## src/icv_pkg.sv

```systemverilog
// ----------------------------------------------------------------------------
// Image convolution package
// Shared constants, field widths, payload structs, register and state codes
// for the streaming 3x3 image convolution block.
// ----------------------------------------------------------------------------
package icv_pkg;

    // Default geometry of the block.
    localparam int KERNEL_ROWS_DEF = 3;
    localparam int KERNEL_COLS_DEF = 3;
    localparam int MAX_COLS_DEF    = 1024;
    localparam int PIXEL_BITS_DEF  = 8;

    // Field and register widths.
    localparam int ROWS_W     = 12;
    localparam int COLS_W     = 11;
    localparam int SCALE_W    = 24;
    localparam int COEF_W     = 16;
    localparam int INDEX_W    = 4;
    localparam int PIX_IN_W   = 8;
    localparam int OUT_ROW_W  = 12;
    localparam int OUT_COL_W  = 10;
    localparam int VALUE_W    = 32;
    localparam int FRAC_BITS  = 16;
    localparam int STEP_W     = 3;
    localparam int APB_ADDR_W = 4;
    localparam int APB_DATA_W = 32;

    // Register reset values.
    localparam logic [ROWS_W-1:0]         ROWS_RESET  = 12'd480;
    localparam logic [COLS_W-1:0]         COLS_RESET  = 11'd640;
    localparam logic signed [SCALE_W-1:0] SCALE_RESET = 24'sd65536;

    // Register indexes on the configuration port.
    typedef enum logic [1:0] {
        REG_IMAGE_ROWS = 2'd0,
        REG_IMAGE_COLS = 2'd1,
        REG_SCALE      = 2'd2
    } icv_reg_t;

    // Input command codes.
    typedef enum logic {
        CMD_COEF  = 1'b0,
        CMD_PIXEL = 1'b1
    } icv_cmd_t;

    // Sequencer states.
    typedef enum logic [3:0] {
        ST_CLEAR,
        ST_IDLE,
        ST_READ,
        ST_MUL,
        ST_ACC,
        ST_REDUCE,
        ST_SCALE,
        ST_ROUND,
        ST_OUT
    } icv_state_t;

    // Input transaction payload.
    typedef struct packed {
        icv_cmd_t                   command;
        logic [INDEX_W-1:0]         coef_index;
        logic signed [COEF_W-1:0]   coef_value;
        logic [PIX_IN_W-1:0]        pixel;
    } icv_in_t;

    // Result transaction payload.
    typedef struct packed {
        logic [OUT_ROW_W-1:0]       out_row;
        logic [OUT_COL_W-1:0]       out_col;
        logic signed [VALUE_W-1:0]  value;
        logic                       last;
    } icv_out_t;

    // Control from the sequencer to the column cells.
    typedef struct packed {
        logic              coef_we;
        logic              shift_en;
        logic              mul_en;
        logic              mul_first;
        logic              acc_en;
        logic              red_en;
        logic [STEP_W-1:0] step;
    } icv_ctrl_t;

endpackage

```

## src/icv_cell.sv

```systemverilog
// ----------------------------------------------------------------------------
// Convolution column cell
// Holds one column of the sliding window and the matching kernel column.
// Hands its pixels to the left neighbor on each shift and its partial sum
// to the right neighbor during the reduction steps.
// ----------------------------------------------------------------------------
module icv_cell
    import icv_pkg::*;
#(
    parameter int KR      = KERNEL_ROWS_DEF,
    parameter int KC      = KERNEL_COLS_DEF,
    parameter int PB      = PIXEL_BITS_DEF,
    parameter int COL_POS = 0,
    parameter int SUM_W   = PB + 1 + COEF_W + $clog2(KR * KC)
) (
    input  logic                     aclk,
    input  logic                     aresetn,
    input  icv_ctrl_t                ctrl,
    input  logic [INDEX_W-1:0]       coef_index,
    input  logic signed [COEF_W-1:0] coef_value,
    input  logic [KR-1:0][PB-1:0]    col_in,
    output logic [KR-1:0][PB-1:0]    col_out,
    input  logic signed [SUM_W-1:0]  acc_in,
    output logic signed [SUM_W-1:0]  acc_out
);

    localparam int PROD_W = PB + 1 + COEF_W;

    logic [KR-1:0][PB-1:0]    pix_reg;
    logic signed [COEF_W-1:0] coef_reg [KR];
    logic signed [PROD_W-1:0] prod_reg;
    logic signed [SUM_W-1:0]  acc_reg;
    logic [PB-1:0]            pix_sel;
    logic signed [COEF_W-1:0] coef_sel;

    // Window row a meets kernel row KR-1-a (point-flipped kernel).
    always_comb begin
        pix_sel  = '0;
        coef_sel = '0;
        for (int a = 0; a < KR; a++) begin
            if (ctrl.step == STEP_W'(a)) begin
                pix_sel  = pix_reg[a];
                coef_sel = coef_reg[KR-1-a];
            end
        end
    end

    // Window column and kernel column; both are cleared by reset.
    always_ff @(posedge aclk) begin
        if (!aresetn) begin
            pix_reg <= '0;
            for (int r = 0; r < KR; r++) begin
                coef_reg[r] <= '0;
            end
        end else begin
            if (ctrl.shift_en) begin
                pix_reg <= col_in;
            end
            if (ctrl.coef_we) begin
                for (int r = 0; r < KR; r++) begin
                    if (int'(coef_index) == r * KC + (KC - 1 - COL_POS)) begin
                        coef_reg[r] <= coef_value;
                    end
                end
            end
        end
    end

    // Multiply one row per step, accumulate one step behind, then join the
    // partial sum chain when the reduction reaches this cell.
    always_ff @(posedge aclk) begin
        if (ctrl.mul_en) begin
            prod_reg <= $signed({1'b0, pix_sel}) * coef_sel;
            acc_reg  <= ctrl.mul_first ? '0 : acc_reg + SUM_W'(prod_reg);
        end else if (ctrl.acc_en) begin
            acc_reg <= acc_reg + SUM_W'(prod_reg);
        end else if (ctrl.red_en && ctrl.step == STEP_W'(COL_POS)) begin
            acc_reg <= acc_reg + acc_in;
        end
    end

    assign col_out = pix_reg;
    assign acc_out = acc_reg;

endmodule

```

## config.mk

```make
export PLATFORM = sky130hd
export DESIGN_NAME = icv_cell
export DESIGN_NICKNAME = d
export VERILOG_FILES = /design/src/icv_pkg.sv /design/src/icv_cell.sv
export SDC_FILE = /design/constraint.sdc
export NUM_CORES = 1
export LEC_CHECK = 0
export BUFFER_PORTS_ARGS = -buffer_cell sky130_fd_sc_hd__buf_4
export CAP_MARGIN = 20
export CORE_AREA = 4 4 181 253
export CTS_BUF_LIST = sky130_fd_sc_hd__clkbuf_2 sky130_fd_sc_hd__clkbuf_4 sky130_fd_sc_hd__clkbuf_8
export CTS_CLUSTER_SIZE = 28
export DETAILED_ROUTE_END_ITERATION = 8
export DIE_AREA = 0 0 185 257
export GPL_ROUTABILITY_DRIVEN = 0
export GPL_TIMING_DRIVEN = 0
export PLACE_DENSITY = 0.56
export SYNTH_ARGS = -nofsm -noshare
export SYNTH_HDL_FRONTEND = slang
export SYNTH_SLANG_ARGS = --single-unit
```

## constraint.sdc

```tcl
create_clock -name aclk -period 6.68 [get_ports aclk]
set_clock_uncertainty 0.1 [all_clocks]
set_input_delay 0.334 -clock aclk [delete_from_list [all_inputs] [get_ports aclk]]
set_output_delay 0.334 -clock aclk [all_outputs]
set_load 0.005 [all_outputs]
```

**Word-level counts from Yosys, hierarchy flattened**

Memory sizes are Yosys's and may differ from the RTL's.
Cells that the tools add are included.

- Register bits: 78
- Bits in writable memories: 48
- Bits of input ports: 84
- Logic and storage cells: 47
- Memories: 1

- $add $sub $neg: 3
- Multipliers: 1
- Equality and inequality tests: 5
- Multiplexer cells: 26
- Bitwise gates (word level): 3
- Reductions and logical operators: 3

Memories:

| memory | words | bits a word | read ports | clocked after Yosys merged registers in | write ports | line | source |
|---|---|---|---|---|---|---|---|
| coef_reg | 3 | 16 | 3 | 0 | 3 | icv_cell.sv:30 | `logic signed [COEF_W-1:0] coef_reg [KR];` |

Operators by type and width:

| cell | number |
|---|---|
| $mux 29 | 4 |
| $mux 16 | 6 |
| $add 29x29->29 | 2 |
| $add 29x25->29 | 1 |
| $mul 9x16->25 | 1 |
| $mux 8 | 3 |
| $mux 1 | 13 |
| $eq 4x4->1 const B | 2 |
| $eq 4x3->1 const B | 1 |
| $eq 3x1->1 const B | 1 |
| $eq 3x2->1 const B | 1 |
| $logic_not 3->1 | 1 |
| $or 1x1->1 | 3 |
| $reduce_bool 3->1 | 1 |
| $logic_and 1x1->1 | 1 |

**Logic depth before layout (Yosys ltp)**

Gate-level depths: netlist of run 1.

- Word-level depth: 6
- Depth in mapped cells: 26
- Depth with buffers taken out: 23

**Least setup slack after synthesis of run 1**

No wires, ideal clock.

- Path type: input to register
- Start point: input ctrl[0] (netlist name)
- End point: register prod_reg[24] (data pin)
- Library setup time: 0.260 ns
- Arrival: 5.709 ns
- Required time: 6.320 ns
- Path slack: 0.611 ns
- Cell stages on the path: 23
- Path through: clkbuf_1 nor2b_1 clkbuf_1 nand2_1 a21oi_1 clkbuf_1 nand2_1 fa_1 inv_1 fa_1 inv_1 fa_1 fa_1 inv_1 ha_1 o21ai_0 o21ai_1 a311oi_2 o21ai_1 a2111oi_2 o31ai_1 a21oi_1 xnor2_1

- Word-level cells in the longest chain between the ends: 5

Ends and longest elaborated chain:

| element | line | source |
|---|---|---|
| from (decl) | icv_cell.sv:18 | `input icv_ctrl_t ctrl,` |
| $logic_not 3->1 | icv_cell.sv:41 | `if (ctrl.step == STEP_W'(a)) begin` |
| $mux 8 or $mux 16 (tied branches) (3 in a row) | icv_cell.sv:41 |  |
| $mul 9x16->25 * | icv_cell.sv:73 | `prod_reg <= $signed({1'b0, pix_sel}) * coef_sel;` |
| to (signal assigned) | icv_cell.sv:73 |  |
| to (decl) | icv_cell.sv:31 | `logic signed [PROD_W-1:0] prod_reg;` |

Every way passes the cells marked *; elsewhere a longest branch is shown, timed or not.
A chain may end at the register's enable or synchronous reset.

**Final worst setup path of run 1**

- Start point: input ctrl[1] (netlist name)
- End point: register prod_reg[24] (data pin)

Same word-level chain as after synthesis.

==> results.sh, run 1 <==
export IMPL_drc=0
export IMPL_wl_per_cell_um=16.4
export IMPL_grt_start_max_net_pins=30
export IMPL_p_per_area_mw_per_mm2=247
export IMPL_clk_pin_slew_ns=0.09
export IMPL_leakage_nw=6.94
export IMPL_cts_tree="built"
export IMPL_internal_power_mw=2.17
export IMPL_grt_pass1_wl_mm=56.2
export IMPL_firstDrtPassIters=5
export IMPL_cts_root_buffer="clkbuf_8"
export IMPL_pre_cts_slack_ns=-0.719
export IMPL_antenna_found_initial=1
export IMPL_synth_top_cell_by_area="edfxtp_1"
export IMPL_grt_pass1_vias=10800
export IMPL_slowest_stage="fa_1"
export IMPL_arrival_ns=6.46
export IMPL_cp_max_fo=10
export IMPL_postRouteAntennaNets=0
export IMPL_ys_seq_elements=126
export IMPL_power_switching_mw=1.62
export IMPL_max_freq_ghz=0.158
export IMPL_grtUsageTotal=0.148
export IMPL_fin_ws_ns=0.343
export IMPL_cts_buffer_depth=2
export IMPL_overflow=0
export IMPL_start_util=0.296
export IMPL_slowest_delay_ns=0.55
export IMPL_synthArstFlopShare=0
export IMPL_grt_setup_unrepaired="no"
export IMPL_cts_buffers=17
export IMPL_syn_nets=1668
export IMPL_die_w_um=185
export IMPL_irDropWorstVdd_mv=0.104
export IMPL_yosys_top_cells_area="edfxtp_1 (24%), fa_1 (16%), ha_1 (10%)"
export IMPL_hold_viol_final=0
export IMPL_switching_share=0.427
export IMPL_tns_ns=0
export IMPL_hold_class="input pin to flip-flop"
export IMPL_period_share=0.949
export IMPL_slew_headroom=0.378
export IMPL_die_y_um=257
export IMPL_drive_gt1_frac=0.147
export IMPL_crit_path_end_kind="flip-flop"
export IMPL_slew_viol_final=0
export IMPL_crit_type="input pin to flip-flop"
export IMPL_num_vias=10300
export IMPL_setup_viol=0
export IMPL_final_nets=1846
export IMPL_syn_area_mm2=0.0129
export IMPL_synth_top_area_frac=0.237
export IMPL_synth_area_per_cell_um2=9.41
export IMPL_tightest_slew_ns=0.923
export IMPL_holdWs_ns=0.0478
export IMPL_synth_ff_type="edfxtp_1"
export IMPL_seqPwrFrac=0.302
export IMPL_ios=137
export IMPL_crit_top_cell="fa_1"
export IMPL_area_delta_synth_final_pct=18.6
export IMPL_post_route_min_period_ns=6.34
export IMPL_seq_area_frac_synth=0.274
export IMPL_start_kind="input pin"
export IMPL_clock_latency_ns=0.48
export IMPL_largest_reg_flops=48
export IMPL_hpwl_mm=28.9
export IMPL_cts_num_sinks=126
export IMPL_htree_levels=4
export IMPL_synthCells=1374
export IMPL_outcome="complete, no violations"
export IMPL_drt_iter0_drc=414
export IMPL_ys_types=70
export IMPL_dieArea_mm2=0.0475
export IMPL_worstPathRequired_ns=6.81
export IMPL_synth_edf_count=102
export IMPL_wl_mm=34.8
export IMPL_placement_rows=91
export IMPL_worstPathCellList="buf_2 > buf_2 > mux2i_1 > nor2_1 > a21oi_1 > nor2_1 > clkbuf_2 > nand2_1 > fa_1 > inv_1 > fa_1 > fa_1 > inv_1 > fa_1 > inv_1 > ha_1 > nor4_1 > o21ai_1 > a311oi_2 > o21ai_1 > a2111oi_4 > o31ai_1 > a21oi_1 > xnor2_1"
export IMPL_layout_commonest_cell="inv_1"
export IMPL_clockPowerShare=0.180
export IMPL_power_mw=3.78
export IMPL_io_buffers=132
export IMPL_vias_per_cell=4.83
export IMPL_drv_cap=0
export IMPL_core_area_mm2=0.0437
export IMPL_yosys_warnings=0
export IMPL_post_cts_buffers=0
export IMPL_final_cell_mix="inv_1 (169), buf_4 (135), nand2_1 (121)"
export IMPL_pwr_share_comb=0.518
-- repair_timing --
| item | CTS | global route |
|---|---|---|
| hold buffers | 22 | 0 |
| setup endpoints to repair | 2 | 6 |
| hold endpoints to repair | 22 | 0 |
| gates resized for setup | 4 | 8 |
-- cell usage after synthesis, types with 14 or more instances --
cell and number:
a211oi_1 16, a21o_1 26, a21oi_1 62, and2_1 20, clkbuf_1 34, dfxtp_1 24, edfxtp_1 102, fa_1 104
ha_1 106, inv_1 169, mux2_2 23, mux2i_1 52, nand2_1 121, nand2b_1 28, nand3_1 14, nor2_1 107
nor2b_1 56, nor3_1 19, o21ai_0 68, xnor2_1 38, xor2_1 26
-- stage by stage --
step                      std cells  area, um2  utilization
after floorplan                1374      12900            -
after global placement         2064      14600        0.334
after detailed placement       2069      14700        0.336
after CTS                      2123      15300        0.350
after global routing           2124      15300        0.351
final                          2124      15300        0.351
-- routing by layer --
metal,GRT usage,wire (um),up-vias,share of wire
li1,-,-,5081,-
met1,0.168,13800,4910,0.40
met2,0.275,18800,202,0.54
met3,0.0184,1030,60,0.029
met4,0.0600,1220,0,0.035
met5,0,0,-,0
-- power groups by stage --
stage	registers, mW	clock network, mW	logic [mW]
after floorplan	1.12	0	1.37
after global placement	1.16	0	1.90
after detailed placement	1.17	0	1.93
after CTS	1.15	0.708	1.95
after global routing	1.16	0.740	2.16
final	1.14	0.681	1.96
-- cells by family after synthesis --
family / share of synthesized area
multiplexers: 0.0603
AND/OR/NAND/NOR: 0.157
AO/OA/AOI/OAI: 0.140
adder cells (fa/ha/maj): 0.264
buffers and inverters: 0.0624
flip-flops: 0.274
XOR/XNOR: 0.0434
-- worst max-delay path, delay by kind of cell --
kind,cells,cell delay (ns)
XOR/XNOR,1,0.08
AND/OR/NAND/NOR,4,0.72
multiplexers,1,0.22
adder cells (fa/ha/maj),5,2.13
buffers and inverters,6,1.06
AO/OA/AOI/OAI,7,1.90
-- final timing paths --
path,startpoint,end,slack (ns),cells past startpoint
min,col_in[7],col_out[7],0.05,3
max,ctrl[1],prod_reg[24],0.34,24
min reg2reg,col_out[17],col_out[17],0.45,2
max reg2reg,col_out[0],prod_reg[24],0.40,21
-- final cells by class --
type | instances | area (um2)
Fill cell | 4540 | 28400
Multi-Input combinational cell | 1034 | 8620
Sequential cell | 126 | 3540
Timing Repair Buffer | 159 | 1260
Tap cell | 558 | 698
Inverter | 169 | 634
Clock buffer | 17 | 234
Buffer | 45 | 179
Clock inverter | 15 | 163
Antenna cell | 1 | 2.50
Note: power is estimated with default switching activity, not from simulation.
==> inputs of run 2 (changes only) <==
--- a/config.mk
+++ b/config.mk
@@ -7,11 +7,11 @@
 export LEC_CHECK = 0
 export BUFFER_PORTS_ARGS = -buffer_cell sky130_fd_sc_hd__buf_4
 export CAP_MARGIN = 20
-export CORE_AREA = 4 4 181 253
+export CORE_AREA = 2 2 179 251
 export CTS_BUF_LIST = sky130_fd_sc_hd__clkbuf_2 sky130_fd_sc_hd__clkbuf_4 sky130_fd_sc_hd__clkbuf_8
 export CTS_CLUSTER_SIZE = 28
 export DETAILED_ROUTE_END_ITERATION = 8
-export DIE_AREA = 0 0 185 257
+export DIE_AREA = 0 0 181 253
 export GPL_ROUTABILITY_DRIVEN = 0
 export GPL_TIMING_DRIVEN = 0
 export PLACE_DENSITY = 0.56
==> constraint.sdc (replaced) <==
create_clock -name aclk -period 7.6 [get_ports aclk]
set_clock_uncertainty 0.1 [all_clocks]
set_input_delay 0.38 -clock aclk [delete_from_list [all_inputs] [get_ports aclk]]
set_output_delay 0.38 -clock aclk [all_outputs]
set_load 0.005 [all_outputs]
==> run 2 against run 1 <==
Net effect:
- combinational power shrank 13%
- largest cell class unchanged
- global-route usage grew 0.55 points
- critical path depth shrank 1
- sequential power shrank 12%
- clock-buffer cell count is the same
- core utilization shrank 0.58 points
- register-to-register slack gained 0.42 ns
- non-clock buffer count shrank 22
- sequential share of layout area grew 0.39 points
==> results.sh, run 2 (synthesis results as in run 1) <==
export IMPL_grt_pass1_vias=10800
export IMPL_drv_cap=0
export IMPL_slew_viol_final=0
export IMPL_nFillCells=4552
export IMPL_min_path_cells=3
export IMPL_wl_mm=34.3
export IMPL_ios=137
export IMPL_p_per_area_mw_per_mm2=221
export IMPL_cts_buffers=17
export IMPL_start_kind="input pin"
export IMPL_power_mw=3.33
export IMPL_largest_reg_flops=48
export IMPL_die_y_um=253
export IMPL_hold_buffers=0
export IMPL_cp_max_fo=10
export IMPL_crit_path_end_kind="flip-flop"
export IMPL_io_buffers=132
export IMPL_diodes=0
export IMPL_grt_pass1_wl_mm=55.9
export IMPL_num_vias=10100
export IMPL_reg2reg_depth=21
export IMPL_arrival_ns=7.03
export IMPL_final_cell_mix="inv_1 (169), buf_4 (136), nand2_1 (121)"
export IMPL_antenna_found_initial=0
export IMPL_cts_num_sinks=126
export IMPL_tightest_slew_ns=0.930
export IMPL_grt_setup_unrepaired="no"
export IMPL_drt_iter0_drc=506
export IMPL_overflow=0
export IMPL_placement_rows=91
export IMPL_crit_type="input pin to flip-flop"
export IMPL_postRouteAntennaNets=0
export IMPL_layout_commonest_cell="inv_1"
export IMPL_leakage_nw=6.83
export IMPL_htree_levels=4
export IMPL_ctsResizeCount=0
export IMPL_core_area_mm2=0.0437
export IMPL_area_delta_synth_final_pct=16.6
export IMPL_setup_viol=0
export IMPL_vias_per_cell=4.83
export IMPL_clk_pin_slew_ns=0.10
export IMPL_fin_ws_ns=0.696
export IMPL_area_sequential_mm2=0.00354
export IMPL_die_w_um=181
export IMPL_slew_headroom=0.373
export IMPL_wl_per_cell_um=16.3
export IMPL_worstPathRequired_ns=7.73
export IMPL_hold_viol_final=0
export IMPL_drive_gt1_frac=0.144
export IMPL_drc=0
export IMPL_firstDrtPassIters=5
export IMPL_max_freq_ghz=0.145
export IMPL_pre_cts_slack_ns=0.188
export IMPL_post_cts_buffers=0
export IMPL_dieArea_mm2=0.0458
export IMPL_hpwl_mm=28.5
export IMPL_irDropWorstVdd_mv=0.101
export IMPL_tns_ns=0
export IMPL_clock_latency_ns=0.48
export IMPL_multi_input_area_mm2=0.00860
export IMPL_final_nets=1824
export IMPL_dp_cells=2069
export IMPL_cts_buffer_depth=2
export IMPL_hold_class="input pin to flip-flop"
export IMPL_period_share=0.908
export IMPL_grt_start_max_net_pins=30
export IMPL_start_util=0.296
export IMPL_cts_tree="built"
export IMPL_fin_area_mm2=0.0151
export IMPL_placed_area_mm2=0.0147
export IMPL_outcome="complete, no violations"
export IMPL_final_cells=2101
export IMPL_cts_root_buffer="clkbuf_8"
export IMPL_post_route_min_period_ns=6.90
export IMPL_grtUsageTotal=0.153
==> run 2: area by class of cell <==
cell class / instances / share of cell area
inverters: 169 / 0.0421
clock buffers: 17 / 0.0155
clock inverters: 15 / 0.0109
flip-flops and latches: 126 / 0.235
well taps: 558 / 0.0463
plain buffers: 45 / 0.0115
repair buffers: 137 / 0.0687
multi-input cells: 1034 / 0.570
==> run 2: power by group <==
part / internal [mW] / total, mW / switching (mW)
sequential: 0.893 / 1.00 / 0.109
clock: 0.249 / 0.621 / 0.372
combinational: 0.756 / 1.71 / 0.949
total: 1.90 / 3.33 / 1.43
==> run 2: critical path, cell delays in order <==
cell       delay (ns)
clkbuf_1         0.26
nor2b_1          0.26
clkbuf_1         0.41
nand2_1          0.10
a21oi_1          0.59
clkbuf_1         0.45
nand2_1          0.15
fa_1             0.55
inv_1            0.05
fa_1             0.49
inv_1            0.05
fa_1             0.49
fa_1             0.49
inv_1            0.04
ha_1             0.22
a211oi_1         0.39
o21ai_1          0.21
a311oi_2         0.33
o21ai_1          0.19
a2111oi_2        0.48
o31ai_1          0.16
a21oi_1          0.19
xnor2_1          0.09
==> run 2: path summary, 6_finish.rpt <==
check	start	to	slack, ns
worst min register to register	col_out[22]	col_out[22]	0.44
worst max register to register	col_out[0]	prod_reg[24]	0.82
worst min-delay path	col_in[16]	col_out[16]	0.05
worst max-delay path	ctrl[0]	prod_reg[24]	0.70
==> run 2: per-layer routing <==
layer / part of all wire / vias up / track usage / routed length [um]
li1: - / 5029 / - / -
met5: 0 / - / 0 / 0
met3: 0.027 / 50 / 0.0203 / 943
met4: 0.029 / 0 / 0.0606 / 990
met1: 0.40 / 4852 / 0.166 / 13700
met2: 0.54 / 214 / 0.299 / 18700
==> run 2: stage by stage <==
stage	hold WS [ns]	util
after floorplan	0.392	-
after global placement	0.429	0.334
after detailed placement	0.436	0.336
after CTS	0.0171	0.345
after global routing	0.0348	0.345
final	0.0483	0.345
==> inputs of run 3 (changes only) <==
--- a/config.mk
+++ b/config.mk
@@ -5,16 +5,18 @@
 export SDC_FILE = /design/constraint.sdc
 export NUM_CORES = 1
 export LEC_CHECK = 0
-export BUFFER_PORTS_ARGS = -buffer_cell sky130_fd_sc_hd__buf_4
 export CAP_MARGIN = 20
+export CELL_PAD_IN_SITES_DETAIL_PLACEMENT = 1
+export CELL_PAD_IN_SITES_GLOBAL_PLACEMENT = 1
 export CORE_AREA = 2 2 179 251
 export CTS_BUF_LIST = sky130_fd_sc_hd__clkbuf_2 sky130_fd_sc_hd__clkbuf_4 sky130_fd_sc_hd__clkbuf_8
 export CTS_CLUSTER_SIZE = 28
 export DETAILED_ROUTE_END_ITERATION = 8
 export DIE_AREA = 0 0 181 253
+export DONT_BUFFER_PORTS = 1
 export GPL_ROUTABILITY_DRIVEN = 0
 export GPL_TIMING_DRIVEN = 0
-export PLACE_DENSITY = 0.56
+export PLACE_DENSITY = 0.63
 export SYNTH_ARGS = -nofsm -noshare
 export SYNTH_HDL_FRONTEND = slang
 export SYNTH_SLANG_ARGS = --single-unit
==> constraint.sdc (replaced) <==
create_clock -name aclk -period 7.3 [get_ports aclk]
set_clock_uncertainty 0.1 [all_clocks]
set_input_delay 0.365 -clock aclk [delete_from_list [all_inputs] [get_ports aclk]]
set_output_delay 0.365 -clock aclk [all_outputs]
set_load 0.005 [all_outputs]
==> run 3 against run 2 <==
Net effect:
- clock power up 14%
- sequential power rose by 7%
- highest routed layer is now met5
- total power up 3.0%
- combinational power fell by 4%
- core utilization decreased by 1.4 points
- cell count fell by 4.9%
- cell area shrank 4.1%
- die area unchanged
==> results.sh, run 3 (synthesis results as in run 1) <==
export IMPL_hpwl_mm=30.8
export IMPL_arrival_ns=6.95
export IMPL_area_delta_synth_final_pct=11.8
export IMPL_cts_num_sinks=126
export IMPL_drt_iter0_drc=284
export IMPL_drv_cap=0
export IMPL_die_w_um=181
export IMPL_vias_per_cell=4.97
export IMPL_max_freq_ghz=0.147
export IMPL_grt_setup_unrepaired="no"
export IMPL_num_vias=9932
export IMPL_overflow=0
export IMPL_cts_buffers=17
export IMPL_irDropWorstVdd_mv=0.0804
export IMPL_slew_headroom=0.370
export IMPL_final_nets=1720
export IMPL_hold_class="input pin to flip-flop"
export IMPL_post_cts_buffers=0
export IMPL_worstPathRequired_ns=7.44
export IMPL_grt_pass1_wl_mm=58.9
export IMPL_cts_root_buffer="clkbuf_8"
export IMPL_grt_start_max_net_pins=26
export IMPL_placement_rows=91
export IMPL_post_route_util=0.331
export IMPL_outcome="complete, no violations"
export IMPL_die_y_um=253
export IMPL_largest_reg_flops=48
export IMPL_layout_commonest_cell="inv_1"
export IMPL_hold_viol_final=0
export IMPL_crit_path_end_kind="flip-flop"
export IMPL_crit_type="input pin to flip-flop"
export IMPL_firstDrtPassIters=4
export IMPL_cts_buffer_depth=2
export IMPL_start_kind="input pin"
export IMPL_final_cell_mix="inv_1 (169), nand2_1 (121), nor2_1 (107)"
export IMPL_tightest_slew_ns=0.945
export IMPL_clock_latency_ns=0.49
export IMPL_cp_max_fo=10
export IMPL_nFillCells=5127
export IMPL_leakage_nw=6.34
export IMPL_wl_mm=36.9
export IMPL_ios=137
export IMPL_clk_pin_slew_ns=0.08
export IMPL_io_buffers=0
export IMPL_setup_viol=0
export IMPL_drive_gt1_frac=0.0660
export IMPL_core_area_mm2=0.0437
export IMPL_start_util=0.296
export IMPL_drc=0
export IMPL_dieArea_mm2=0.0458
export IMPL_antenna_found_initial=2
export IMPL_p_per_area_mw_per_mm2=237
export IMPL_power_mw=3.43
export IMPL_grtUsageTotal=0.164
export IMPL_grt_pass1_vias=11200
export IMPL_tns_ns=0
export IMPL_cts_tree="built"
export IMPL_postRouteAntennaNets=0
export IMPL_holdWs_ns=0.0337
export IMPL_period_share=0.933
export IMPL_post_route_min_period_ns=6.81
export IMPL_htree_levels=4
export IMPL_slew_viol_final=0
export IMPL_wl_per_cell_um=18.5
[run 3: cell count changes in the layout (fill, tap and decap cells not counted), sizes merged]
cell	before	now
bufinv	0	3
buf	147	16
clkinvlp	2	1
clkbuf	52	54
diode	0	1
dlygate4sd3	0	26
inv	179	176
[run 3: timing repair]
action,in CTS,in global routing
setup endpoints to repair,0,2
endpoints found under the hold margin,52,0
hold buffers,27,0
gates resized for setup,0,5
[run 3: metal layers]
layer  track usage  wire [um]  up-vias
met5             0         11        -
met4        0.0783       1530        2
met3        0.0190        817       73
met2         0.328      20400      145
met1         0.168      14200     4900
li1              -          -     4812
[run 3: area by class of cell]
class | count | area, um2 | share of cell area
buffer | 45 | 175 | 0.0121
timing repair buffer | 33 | 357 | 0.0247
clock buffer | 18 | 241 | 0.0167
clock inverter | 14 | 200 | 0.0138
sequential | 126 | 3540 | 0.245
antenna | 1 | 2.50 | 0.000173
tap | 558 | 698 | 0.0483
inverter | 169 | 634 | 0.0439
multi-input combinational | 1034 | 8600 | 0.595
[run 3: through the flow]
step           setup WS [ns]  std cells  cell area (um2)
6_report               0.487       1998            14500
5_1_grt               0.0649       1998            14500
4_1_cts                0.257       1997            14400
3_5_place_dp          -0.259       1938            13700
3_3_place_gp          -0.210       1932            13600
2_1_floorplan           1.20       1374            12900
[run 3: final timing paths]
path         slack, ns              to  depth (start not counted)           from
max               0.49    prod_reg[24]                         23        ctrl[0]
min               0.03  coef_reg[0][2]                          1  coef_value[2]
min reg2reg       0.48     col_out[15]                          2    col_out[15]
max reg2reg       0.64    prod_reg[24]                         21    col_out[16]
[run 3: critical path: stages]
cell	delay, ns
clkbuf_1	0.28
nor2b_1	0.26
clkbuf_1	0.42
nand2_1	0.13
a21oi_2	0.40
clkbuf_1	0.44
nand2_1	0.16
fa_1	0.56
inv_1	0.05
fa_1	0.53
inv_1	0.07
fa_1	0.49
fa_1	0.49
inv_1	0.04
ha_1	0.22
a211oi_1	0.37
o21ai_1	0.22
a311oi_2	0.33
o21ai_1	0.19
a2111oi_2	0.51
o31ai_1	0.16
a21oi_1	0.19
xnor2_1	0.08
[run 3: where the power goes]
group,internal (mW),leakage [nW],switching (mW)
Combinational,0.685,4.90,0.963
Sequential,0.931,1.22,0.138
Clock,0.356,0.221,0.355
